==> config.mk <==
export PLATFORM = sky130hd
export DESIGN_NAME = quadrature_speed_distance
export DESIGN_NICKNAME = d
export VERILOG_FILES = /design/src/hw/rtl/qsd_pkg.sv /design/src/hw/rtl/quadrature_speed_distance.sv
export SDC_FILE = /design/constraint.sdc
export NUM_CORES = 2
export LEC_CHECK = 0
export ABC_AREA = 1
export BUFFER_PORTS_ARGS = -buffer_cell sky130_fd_sc_hd__buf_4
export CORE_MARGIN = 10
export CORE_UTILIZATION = 45
export CTS_BUF_LIST = sky130_fd_sc_hd__clkbuf_2
export DETAILED_ROUTE_END_ITERATION = 10
export PLACE_DENSITY = 0.59
export SETUP_SLACK_MARGIN = 0.05
export SLEW_MARGIN = 20
export SYNTH_ARGS = -nofsm -noshare
export SYNTH_HDL_FRONTEND = slang
export SYNTH_SLANG_ARGS = --single-unit
==> constraint.sdc <==
create_clock -name clk -period 35.5 [get_ports clk]
set_input_delay 7.1 -clock clk [delete_from_list [all_inputs] [get_ports clk]]
set_output_delay 7.1 -clock clk [all_outputs]
set_load 0.05 [all_outputs]
==> src/hw/rtl/qsd_pkg.sv <==
// Shared constants and saturation helpers for the quadrature speed and distance block.
`timescale 1ns / 1ps

package qsd_pkg;

  // Field and register widths
  localparam int COUNT_W  = 16;
  localparam int FUNC_W   = 2;
  localparam int PERIOD_W = 16;
  localparam int PPR_W    = 16;
  localparam int CIRC_W   = 20;
  localparam int CFG_W    = 20;
  localparam int CFG_IDX_W = 2;
  localparam int TOTAL_W  = 64;
  localparam int SPEED_W  = 32;
  localparam int TRAVEL_W = 48;

  // Shared unit widths: 16 x 24 multiplier, 44-bit dividend, 32-bit divisor
  localparam int MUL_B_W  = 24;
  localparam int PROD_W   = COUNT_W + MUL_B_W;
  localparam int DC_W     = COUNT_W + CIRC_W;
  localparam int DEN_W    = PERIOD_W + PPR_W;
  localparam int DIV_W    = DC_W + 8;
  localparam int DIV_CNT_W = $clog2(DIV_W);
  localparam logic [DIV_CNT_W-1:0] DIV_LAST = DIV_CNT_W'(DIV_W - 1);

  // Constants: 60 s/min * 1000 ms/s * 256
  localparam logic [PERIOD_W-1:0] DEFAULT_PERIOD_MS = 16'd40;
  localparam logic [MUL_B_W-1:0]  RPM_SCALE         = 24'd15360000;

  // Register reset values
  localparam logic [PERIOD_W-1:0] PERIOD_RESET = 16'd40;
  localparam logic [PPR_W-1:0]    PPR_RESET    = 16'd1024;
  localparam logic [CIRC_W-1:0]   CIRC_RESET   = 20'd200000;

  // Register indexes
  localparam logic [CFG_IDX_W-1:0] REG_PERIOD = 2'd0;
  localparam logic [CFG_IDX_W-1:0] REG_PPR    = 2'd1;
  localparam logic [CFG_IDX_W-1:0] REG_CIRC   = 2'd2;

  // Function codes
  localparam logic [FUNC_W-1:0] FUNC_SAMPLE     = 2'd0;
  localparam logic [FUNC_W-1:0] FUNC_CLEAR      = 2'd1;
  localparam logic [FUNC_W-1:0] FUNC_HARD_RESET = 2'd2;

  // Signed 32-bit result from sign and unsigned quotient, clamped
  function automatic logic signed [SPEED_W-1:0] sat32(input logic neg,
                                                      input logic [DIV_W-1:0] q);
    logic signed [SPEED_W-1:0] r;
    if (!neg) begin
      if (q[DIV_W-1:SPEED_W-1] != '0) r = 32'sh7FFF_FFFF;
      else r = q[SPEED_W-1:0];
    end else begin
      if ((q[DIV_W-1:SPEED_W] != '0) || (q[SPEED_W-1] && (q[SPEED_W-2:0] != '0)))
        r = 32'sh8000_0000;
      else r = ~q[SPEED_W-1:0] + 32'd1;
    end
    return r;
  endfunction

  // Add signed step to the travel total, clamped to 48 bits
  function automatic logic signed [TRAVEL_W-1:0] travel_add(
      input logic signed [TRAVEL_W-1:0] acc, input logic neg, input logic [DIV_W-1:0] q);
    logic [DC_W:0]             s;
    logic [TRAVEL_W:0]         sum;
    logic signed [TRAVEL_W-1:0] r;
    s = neg ? (~{1'b0, q[DC_W-1:0]} + (DC_W+1)'(1)) : {1'b0, q[DC_W-1:0]};
    sum = {acc[TRAVEL_W-1], acc} + {{(TRAVEL_W-DC_W){s[DC_W]}}, s};
    if (sum[TRAVEL_W] != sum[TRAVEL_W-1]) begin
      r = sum[TRAVEL_W] ? {1'b1, {(TRAVEL_W-1){1'b0}}} : {1'b0, {(TRAVEL_W-1){1'b1}}};
    end else begin
      r = sum[TRAVEL_W-1:0];
    end
    return r;
  endfunction

endpackage

==> src/hw/rtl/quadrature_speed_distance.sv <==
// Quadrature encoder speed and distance block: sequencer, shared multiplier and divider.
`timescale 1ns / 1ps

// Each input beat carries a 16-bit counter sample and a function code. A sample
// (func 0) forms the wrapped signed change from the last sample, adds it to a
// 64-bit pulse total, adds trunc(delta*circ/ppr) to a saturating 48-bit travel
// total, and reports rpm*256 and mm/s*256, truncated toward zero and clamped to
// 32 bits. func 1 clears both totals, func 2 also zeroes the last count, func 3
// changes nothing. A sample passes, after it is accepted, through three steps on one
// 16x24 multiplier (S_MDEN, S_MDC, S_MRPM), three 44-bit divisions on one shared
// restoring divider (one quotient bit per cycle, each followed by a store state),
// and a load into the result register; no next beat is accepted until the block is
// back in idle. A clear, hard reset or unused code goes from idle straight to the
// load state. The load waits while the result register still holds an untaken
// beat. in_stall is high while an item is in work; the output register lets the
// next item enter while a result waits to be taken.
module quadrature_speed_distance
  import qsd_pkg::*;
(
  input  logic                        clk,
  input  logic                        rst,
  // configuration
  input  logic                        cfg_we,
  input  logic [CFG_IDX_W-1:0]        cfg_index,
  input  logic [CFG_W-1:0]            cfg_data,
  // input channel
  input  logic                        in_valid,
  output logic                        in_stall,
  input  logic [FUNC_W-1:0]           func,
  input  logic [COUNT_W-1:0]          count_sample,
  // output channel
  output logic                        out_valid,
  input  logic                        out_stall,
  output logic signed [COUNT_W-1:0]   pulse_delta,
  output logic signed [TOTAL_W-1:0]   pulse_total,
  output logic signed [SPEED_W-1:0]   speed_rpm_q8,
  output logic signed [SPEED_W-1:0]   speed_mmps_q8,
  output logic signed [TRAVEL_W-1:0]  travel_um
);

  typedef enum logic [2:0] {
    S_IDLE, S_MDEN, S_MDC, S_MRPM, S_DIV, S_POST, S_OUT
  } state_t;

  typedef enum logic [1:0] {
    PH_RPM, PH_MMPS, PH_STEP
  } phase_t;

  state_t state;
  phase_t phase;

  // configuration registers
  logic [PERIOD_W-1:0] period_ms;
  logic [PPR_W-1:0]    pulses_per_rev;
  logic [CIRC_W-1:0]   wheel_circumference_um;

  // block state
  logic [COUNT_W-1:0]         prev_count;
  logic [TOTAL_W-1:0]         pulse_accum;
  logic signed [TRAVEL_W-1:0] travel_accum;

  // per-item working registers
  logic [COUNT_W-1:0]         diff;
  logic [COUNT_W-1:0]         mag;
  logic                       neg;
  logic [DEN_W-1:0]           den;
  logic [DC_W-1:0]            dc;
  logic signed [SPEED_W-1:0]  rpm_r;
  logic signed [SPEED_W-1:0]  mmps_r;

  // divider registers
  logic [DIV_W-1:0]     dq;
  logic [DEN_W-1:0]     rem;
  logic [DEN_W-1:0]     divisor;
  logic [DIV_CNT_W-1:0] div_cnt;

  logic                 in_fire;
  logic                 out_load;
  logic [COUNT_W-1:0]   diff_next;
  logic [PERIOD_W-1:0]  per_eff;
  logic [PPR_W-1:0]     ppr_eff;
  logic [COUNT_W-1:0]   mul_a;
  logic [MUL_B_W-1:0]   mul_b;
  logic [PROD_W-1:0]    prod;
  logic [DEN_W:0]       rem_sh;
  logic                 q_bit;
  logic [DEN_W-1:0]     rem_next;

  assign in_stall = (state != S_IDLE);
  assign in_fire  = in_valid && !in_stall;
  assign out_load = (state == S_OUT) && (!out_valid || !out_stall);

  assign diff_next = count_sample - prev_count;
  assign per_eff   = (period_ms == '0) ? DEFAULT_PERIOD_MS : period_ms;
  assign ppr_eff   = (pulses_per_rev == '0) ? PPR_W'(1) : pulses_per_rev;

  // shared multiplier operand select
  always_comb begin
    mul_a = mag;
    mul_b = RPM_SCALE;
    case (state)
      S_MDEN: begin
        mul_a = per_eff;
        mul_b = {{(MUL_B_W-PPR_W){1'b0}}, ppr_eff};
      end
      S_MDC: mul_b = {{(MUL_B_W-CIRC_W){1'b0}}, wheel_circumference_um};
      default: mul_b = RPM_SCALE;
    endcase
  end

  assign prod = mul_a * mul_b;

  // one restoring division step
  assign rem_sh   = {rem, dq[DIV_W-1]};
  assign q_bit    = (rem_sh >= {1'b0, divisor});
  assign rem_next = q_bit ? DEN_W'(rem_sh - {1'b0, divisor}) : rem_sh[DEN_W-1:0];

  // sequencer, state and registered outputs
  always_ff @(posedge clk) begin
    if (rst) begin
      state                  <= S_IDLE;
      phase                  <= PH_RPM;
      out_valid              <= 1'b0;
      period_ms              <= PERIOD_RESET;
      pulses_per_rev         <= PPR_RESET;
      wheel_circumference_um <= CIRC_RESET;
      prev_count             <= '0;
      pulse_accum            <= '0;
      travel_accum           <= '0;
      div_cnt                <= '0;
    end else begin
      // register writes
      if (cfg_we) begin
        unique case (cfg_index)
          REG_PERIOD: period_ms              <= cfg_data[PERIOD_W-1:0];
          REG_PPR:    pulses_per_rev         <= cfg_data[PPR_W-1:0];
          REG_CIRC:   wheel_circumference_um <= cfg_data[CIRC_W-1:0];
          default: ;
        endcase
      end

      // result register loaded or output beat taken
      if (out_load) out_valid <= 1'b1;
      else if (out_valid && !out_stall) out_valid <= 1'b0;

      unique case (state)
        S_IDLE: begin
          if (in_fire) begin
            // codes other than a sample report zero change and zero speed
            diff   <= (func == FUNC_SAMPLE) ? diff_next : '0;
            neg    <= diff_next[COUNT_W-1];
            mag    <= diff_next[COUNT_W-1] ? (~diff_next + COUNT_W'(1)) : diff_next;
            rpm_r  <= '0;
            mmps_r <= '0;
            state  <= (func == FUNC_SAMPLE) ? S_MDEN : S_OUT;
            case (func)
              FUNC_SAMPLE: begin
                prev_count  <= count_sample;
                pulse_accum <= pulse_accum
                             + {{(TOTAL_W-COUNT_W){diff_next[COUNT_W-1]}}, diff_next};
              end
              FUNC_CLEAR: begin
                pulse_accum  <= '0;
                travel_accum <= '0;
              end
              FUNC_HARD_RESET: begin
                pulse_accum  <= '0;
                travel_accum <= '0;
                prev_count   <= '0;
              end
              default: ;
            endcase
          end
        end

        S_MDEN: begin
          den   <= prod[DEN_W-1:0];
          state <= S_MDC;
        end

        S_MDC: begin
          dc    <= prod[DC_W-1:0];
          state <= S_MRPM;
        end

        // start rpm division: |diff|*scale / (period*ppr)
        S_MRPM: begin
          dq      <= {{(DIV_W-PROD_W){1'b0}}, prod};
          rem     <= '0;
          divisor <= den;
          div_cnt <= '0;
          phase   <= PH_RPM;
          state   <= S_DIV;
        end

        S_DIV: begin
          dq      <= {dq[DIV_W-2:0], q_bit};
          rem     <= rem_next;
          div_cnt <= div_cnt + DIV_CNT_W'(1);
          if (div_cnt == DIV_LAST) state <= S_POST;
        end

        // store quotient, then start the next division or, after the last, go to output
        S_POST: begin
          rem     <= '0;
          div_cnt <= '0;
          case (phase)
            PH_RPM: begin
              rpm_r <= sat32(neg, dq);
              dq    <= {dc, 8'd0};
              phase <= PH_MMPS;
              state <= S_DIV;
            end
            PH_MMPS: begin
              mmps_r  <= sat32(neg, dq);
              dq      <= {8'd0, dc};
              divisor <= {{(DEN_W-PPR_W){1'b0}}, ppr_eff};
              phase   <= PH_STEP;
              state   <= S_DIV;
            end
            default: begin
              travel_accum <= travel_add(travel_accum, neg, dq);
              state        <= S_OUT;
            end
          endcase
        end

        // load the result register once it is free
        S_OUT: begin
          if (out_load) begin
            pulse_delta   <= diff;
            pulse_total   <= pulse_accum;
            speed_rpm_q8  <= rpm_r;
            speed_mmps_q8 <= mmps_r;
            travel_um     <= travel_accum;
            state         <= S_IDLE;
          end
        end

        default: state <= S_IDLE;
      endcase
    end
  end

endmodule
Word level (Yosys, flattened, before mapping)
Index checks and enable logic that the tools add are counted.

RAM bits: 0. Input port bits: 45. Memories kept: 0. Register bits after elaboration: 657. Latch bits: 0. ROM bits: 0. Output and inout bits: 194. Logic and storage cells: 146.

Multiply operators: 1. Shift-type cells: 0. Muxes and demuxes: 39. Reductions and logical operators: 46. Order comparisons: 1. Eq/ne operators: 21. Bitwise gates (word level): 4. Add/subtract/negate cells: 8. Divide/modulo/power cells: 0.

Operators by type and width (number): $mux 32 (8); $pmux 32 s2 (4); $mux 48 (5); $pmux 44 s3 (1); $pmux 64 s2 (1); $pmux 48 s2 (1); $pmux 44 s2 (1); $add 64x64->64 (1); $add 48x37->49 (1); $mux 16 (3); $pmux 24 s2 (1); $mul 16x24->40 (1); $add 37x1->37 const B (1); $mux 37 (1); $not 36->37 (1); $ge 33x32->1 (1); $add 32x1->32 const B (1); $logic_not 16->1 (2); $not 32->32 (1); $pmux 16 s2 (1); $sub 32x32->32 (1); $reduce_bool 31->1 (1); $pmux 3 s7 (1); $reduce_and 3->1 (7); 32 further kinds (73).

Logic depth before layout (Yosys ltp)
Word-level depth: 8. Gate-level depth with buffers: 36. Depth with buffers taken out: 35.

Least setup slack after synthesis
OpenSTA, ideal clock, no wires.

Path type: input port to flip-flop. Start: in rst. End: reg pulse_delta[0], enable pin. Arrival time: 15745 ps. Library setup time: 749 ps. Stages: 5. Buffers on the path: 2. Setup slack: 19006 ps. Data required time: 34751 ps. Path through: clkbuf_1 clkinv_1 clkbuf_1 nand2_1 nor2_1.

Longest elaborated chain between the ends: 2.

RTL lines: from (decl) (line quadrature_speed_distance.sv:21) `input logic rst,`; $not 1->1 (no source line); $reduce_and 3->1 (no source line); to (signal assigned) (line quadrature_speed_distance.sv:231) `pulse_delta <= diff;`; to (decl) (line quadrature_speed_distance.sv:34) `output logic signed [COUNT_W-1:0] pulse_delta,`.

Every way passes these cells. A chain may end at the register's enable or synchronous reset.

Worst setup path in the final report
Start: in count_sample[4]. End: reg pulse_accum[56].

Longest elaborated chain between the ends: 3.

RTL lines: from (decl) (line quadrature_speed_distance.sv:30) `input logic [COUNT_W-1:0] count_sample,`; $sub 16x16->16 (line quadrature_speed_distance.sv:93) `assign diff_next = count_sample - prev_count;`; $add 64x64->64 (line quadrature_speed_distance.sv:160) `+ {{(TOTAL_W-COUNT_W){diff_next[COUNT_W-1]}}, diff_next};`; $pmux 64 s2 (line quadrature_speed_distance.sv:156) `case (func)`; to (signal assigned) (line quadrature_speed_distance.sv:159) `pulse_accum <= pulse_accum`; to (decl) (line quadrature_speed_distance.sv:59) `logic [TOTAL_W-1:0] pulse_accum;`.

Every way passes these cells.

==> flow_metrics.tcl <==
set metrics [dict create \
    dr_total_vias 42300 \
    crit_path_start "count_sample[4]" \
    maxCapViolations 0 \
    path_class "primary input to flip-flop" \
    hold_viol 0 \
    post-route-util_pct 50.3 \
    htreeDepth 4 \
    dieWidth_um 353 \
    synth_nets 6815 \
    relSlewSlack_pct 23.4 \
    maxSlewViolCount 0 \
    vias_per_cell 5.20 \
    rsz0062_at_grt "false" \
    synth_edf_count 465 \
    crit_fanout 66 \
    initialDrtViolationCount 3547 \
    chipHeight_um 353 \
    ys_ff_latch 657 \
    regToRegStartpoint "state[0]$_SDFFE_PP0P_" \
    r2r_slack_ps 26070 \
    grt_pass1_vias 41400 \
    grt_start_max_net_pins 79 \
    drcViolationCount 0 \
    fillers 11000 \
    syn_avg_cell_area_um2 8.06 \
    setup_tns_ps 0 \
    synth_cell_types 65 \
    worst_pin_slew_ps 1150 \
    setup_violations 0 \
    period_share_pct 28.3 \
    hp-class "flip-flop to flip-flop" \
    ys.flop_type "edfxtp_1" \
    dp_hpwl_um 126000 \
    antenna_found_initial 9 \
    clock_latency_ps 1480 \
    clockBufferDepth 3 \
    synth.area.top_cells "edfxtp_1 28%, fa_1 12%, nand2_1 11%" \
    synth.top_cell.area_share_pct 28.0 \
    clock_skew_ps 184 \
    grt_remaining_overflow 0 \
    startpoint_type "primary input" \
    endpoint "pulse_accum[56]$_SDFFE_PP0P_" \
    wl_per_cell_um 19.6 \
    cts_sinks 657 \
    initial_core_util_pct 45.6 \
    ios 239 \
    core_area_um2 109000 \
    antenna_left 0 \
    nNetsFinal 7130 \
    ys_warn_count 0 \
    syn_inst 6181 \
    arrival_ps 11370 \
    status "completed" \
    finalWirelength_um 160000 \
    cts_setup_buffers 0 \
    drive_above_1_share_pct 12.5 \
    row_count 121 \
    finalWeightedCongestion 0.984 \
    r2r.worst_path.cells 32 \
    fmax_ghz 0.0997 \
    cts_resized 0 \
    seq_area_frac_synth_pct 35.8 \
    grt_pass1_wl_um 244000 \
    numCtsBuffers 176 \
    reg2reg_to "dq[33]$_DFFE_PP_" \
    hold_buffers 0 \
    root_buffer "clkbuf_2" \
    fp.dieArea_um2 124000 \
    clk_pin_slew_worst_paths_ps 110 \
    post-route-min-period_ps 10030 \
    syn-cell-area_um2 49800 \
    cp-end-kind "flip-flop" \
    io_buffers 238 \
    area_growth_pct 10.4 \
    synthArstFlopShare_pct 0 \
    synth_top_area_cell "edfxtp_1" \
    cp.required_ps 36840 \
    cts_tree "built" \
    first_pass_iters 6 \
    track_usage_pct 25.0 \
]
==> through the flow <==
stage,cell area (µm²),worst slack (ps),instances,hold WS (ps)
final,55000,25470,8127,395
after global routing,55000,25290,8126,372
after CTS,54900,25740,8115,400
after detailed placement,53200,24170,7792,405
after global placement,53200,24130,7792,403
after floorplan,49800,19010,6181,400
==> registers in the layout, summed over array words and instances (netlist names), 32 cells and up <==
name / cells
divisor: 32
den: 32
dq: 44
travel_accum: 48
mmps_r: 32
pulse_accum: 64
rem: 32
speed_rpm_q8: 32
dc: 36
rpm_r: 32
travel_um: 48
speed_mmps_q8: 32
pulse_total: 64
==> worst min-delay path by stage <==
| stage | startpoint | to | cells past startpoint |
|---|---|---|---|
| 6_report | rpm_r[4]$_DFFE_PP_ | speed_rpm_q8[4]$_DFFE_PP_ | 0 |
| 5_1_grt | rpm_r[4]$_DFFE_PP_ | speed_rpm_q8[4]$_DFFE_PP_ | 0 |
| 4_1_cts | rpm_r[4]$_DFFE_PP_ | speed_rpm_q8[4]$_DFFE_PP_ | 0 |
| 3_5_place_dp | mmps_r[0]$_DFFE_PP_ | speed_mmps_q8[0]$_DFFE_PP_ | 0 |
| 3_3_place_gp | rpm_r[7]$_DFFE_PP_ | speed_rpm_q8[7]$_DFFE_PP_ | 0 |
| 2_1_floorplan | diff[0]$_SDFFCE_PN0P_ | pulse_delta[0]$_DFFE_PP_ | 0 |
==> logic make-up after synthesis <==
family,after synthesis,share of synthesized area [%]
simple gates,2571,21.8
buf+inv,1301,10.2
compound gates,929,10.7
flops,657,35.8
fa+ha+maj,589,19.2
xor+xnor,134,2.36
==> layout by cell type (no fill, tap or decap), types with 10 or more instances in the layout <==
master,synthesis,final
nor2_2,33,35
nor2_1,558,551
a211oi_1,15,15
a22oi_1,20,20
nand3_1,244,244
nor3_1,57,55
o21bai_1,46,46
o21ai_0,233,230
or2_2,30,31
nand3_2,30,30
diode_2,0,10
o21ai_1,16,19
buf_4,10,287
fa_1,295,295
nand4_1,50,50
nand3b_1,16,16
dfxtp_1,192,192
xor2_1,95,95
nand2_1,1456,1454
a21o_1,13,13
clkinv_1,8,37
and2_1,10,10
inv_2,41,41
ha_1,294,294
edfxtp_1,465,465
nand2_2,46,48
o22ai_1,12,10
o211ai_1,19,19
xnor2_1,39,39
a21oi_1,440,438
inv_1,1099,1099
clkbuf_2,0,274
a21oi_2,34,33
o21a_1,12,12
a21boi_0,26,26
nor4_1,23,23
==> cell usage after synthesis, drive strengths merged, types with 2 or more instances <==
cell type	n
o22ai	13
clkbuf	87
o221ai	3
and2	11
o211ai	19
and3	2
a22oi	20
a31oi	8
ha	294
xor2	95
o21bai	46
nand3	274
nand3b	16
a21oi	474
or2	33
dfxtp	192
o2111ai	6
edfxtp	465
nand4	51
nor2	595
xnor2	39
buf	66
nor4	23
a21boi	26
nor3	60
a22o	3
o31ai	3
fa	295
inv	1140
clkinv	8
o21a	13
o21ai	252
nand2	1502
nor3b	2
a21o	13
a211oi	15
a221oi	9
==> area by class of cell <==
type	instances	area [µm²]	share of cell area, %
sequential	657	17800	32.4
clock buffer	274	1370	2.50
multi-input combinational	4223	27000	49.2
timing repair buffer	290	2210	4.01
antenna	10	25.0	0.0455
inverter	1148	4310	7.84
tap	1476	1850	3.36
clock inverter	49	347	0.631
==> critical path, cell delays in order <==
cell	delay, ps
buf_4	120
ha_1	300
inv_1	70
o21bai_1	190
a21boi_0	110
nand2_1	150
nand3_1	140
nand2_1	120
nand2_1	70
nand2_2	60
buf_4	640
ha_1	430
a21oi_1	190
o21ai_0	150
a21oi_1	350
nand2_1	260
nand2_1	110
nand2_1	140
nand3_1	220
nand2_1	80
nand2_1	60
nand3_1	110
a21oi_1	170
==> routing by layer <==
layer / up-vias / global-route usage [%] / wire, µm
li1: 20500 / - / -
met1: 20100 / 33.4 / 70800
met2: 1372 / 40.2 / 73200
met3: 288 / 4.09 / 9500
met4: 8 / 9.80 / 6080
met5: - / 0 / 57
Power is left out: the tool's default activity adds up to more than one toggle a clock period on the data nets, which glitch-free logic cannot reach.
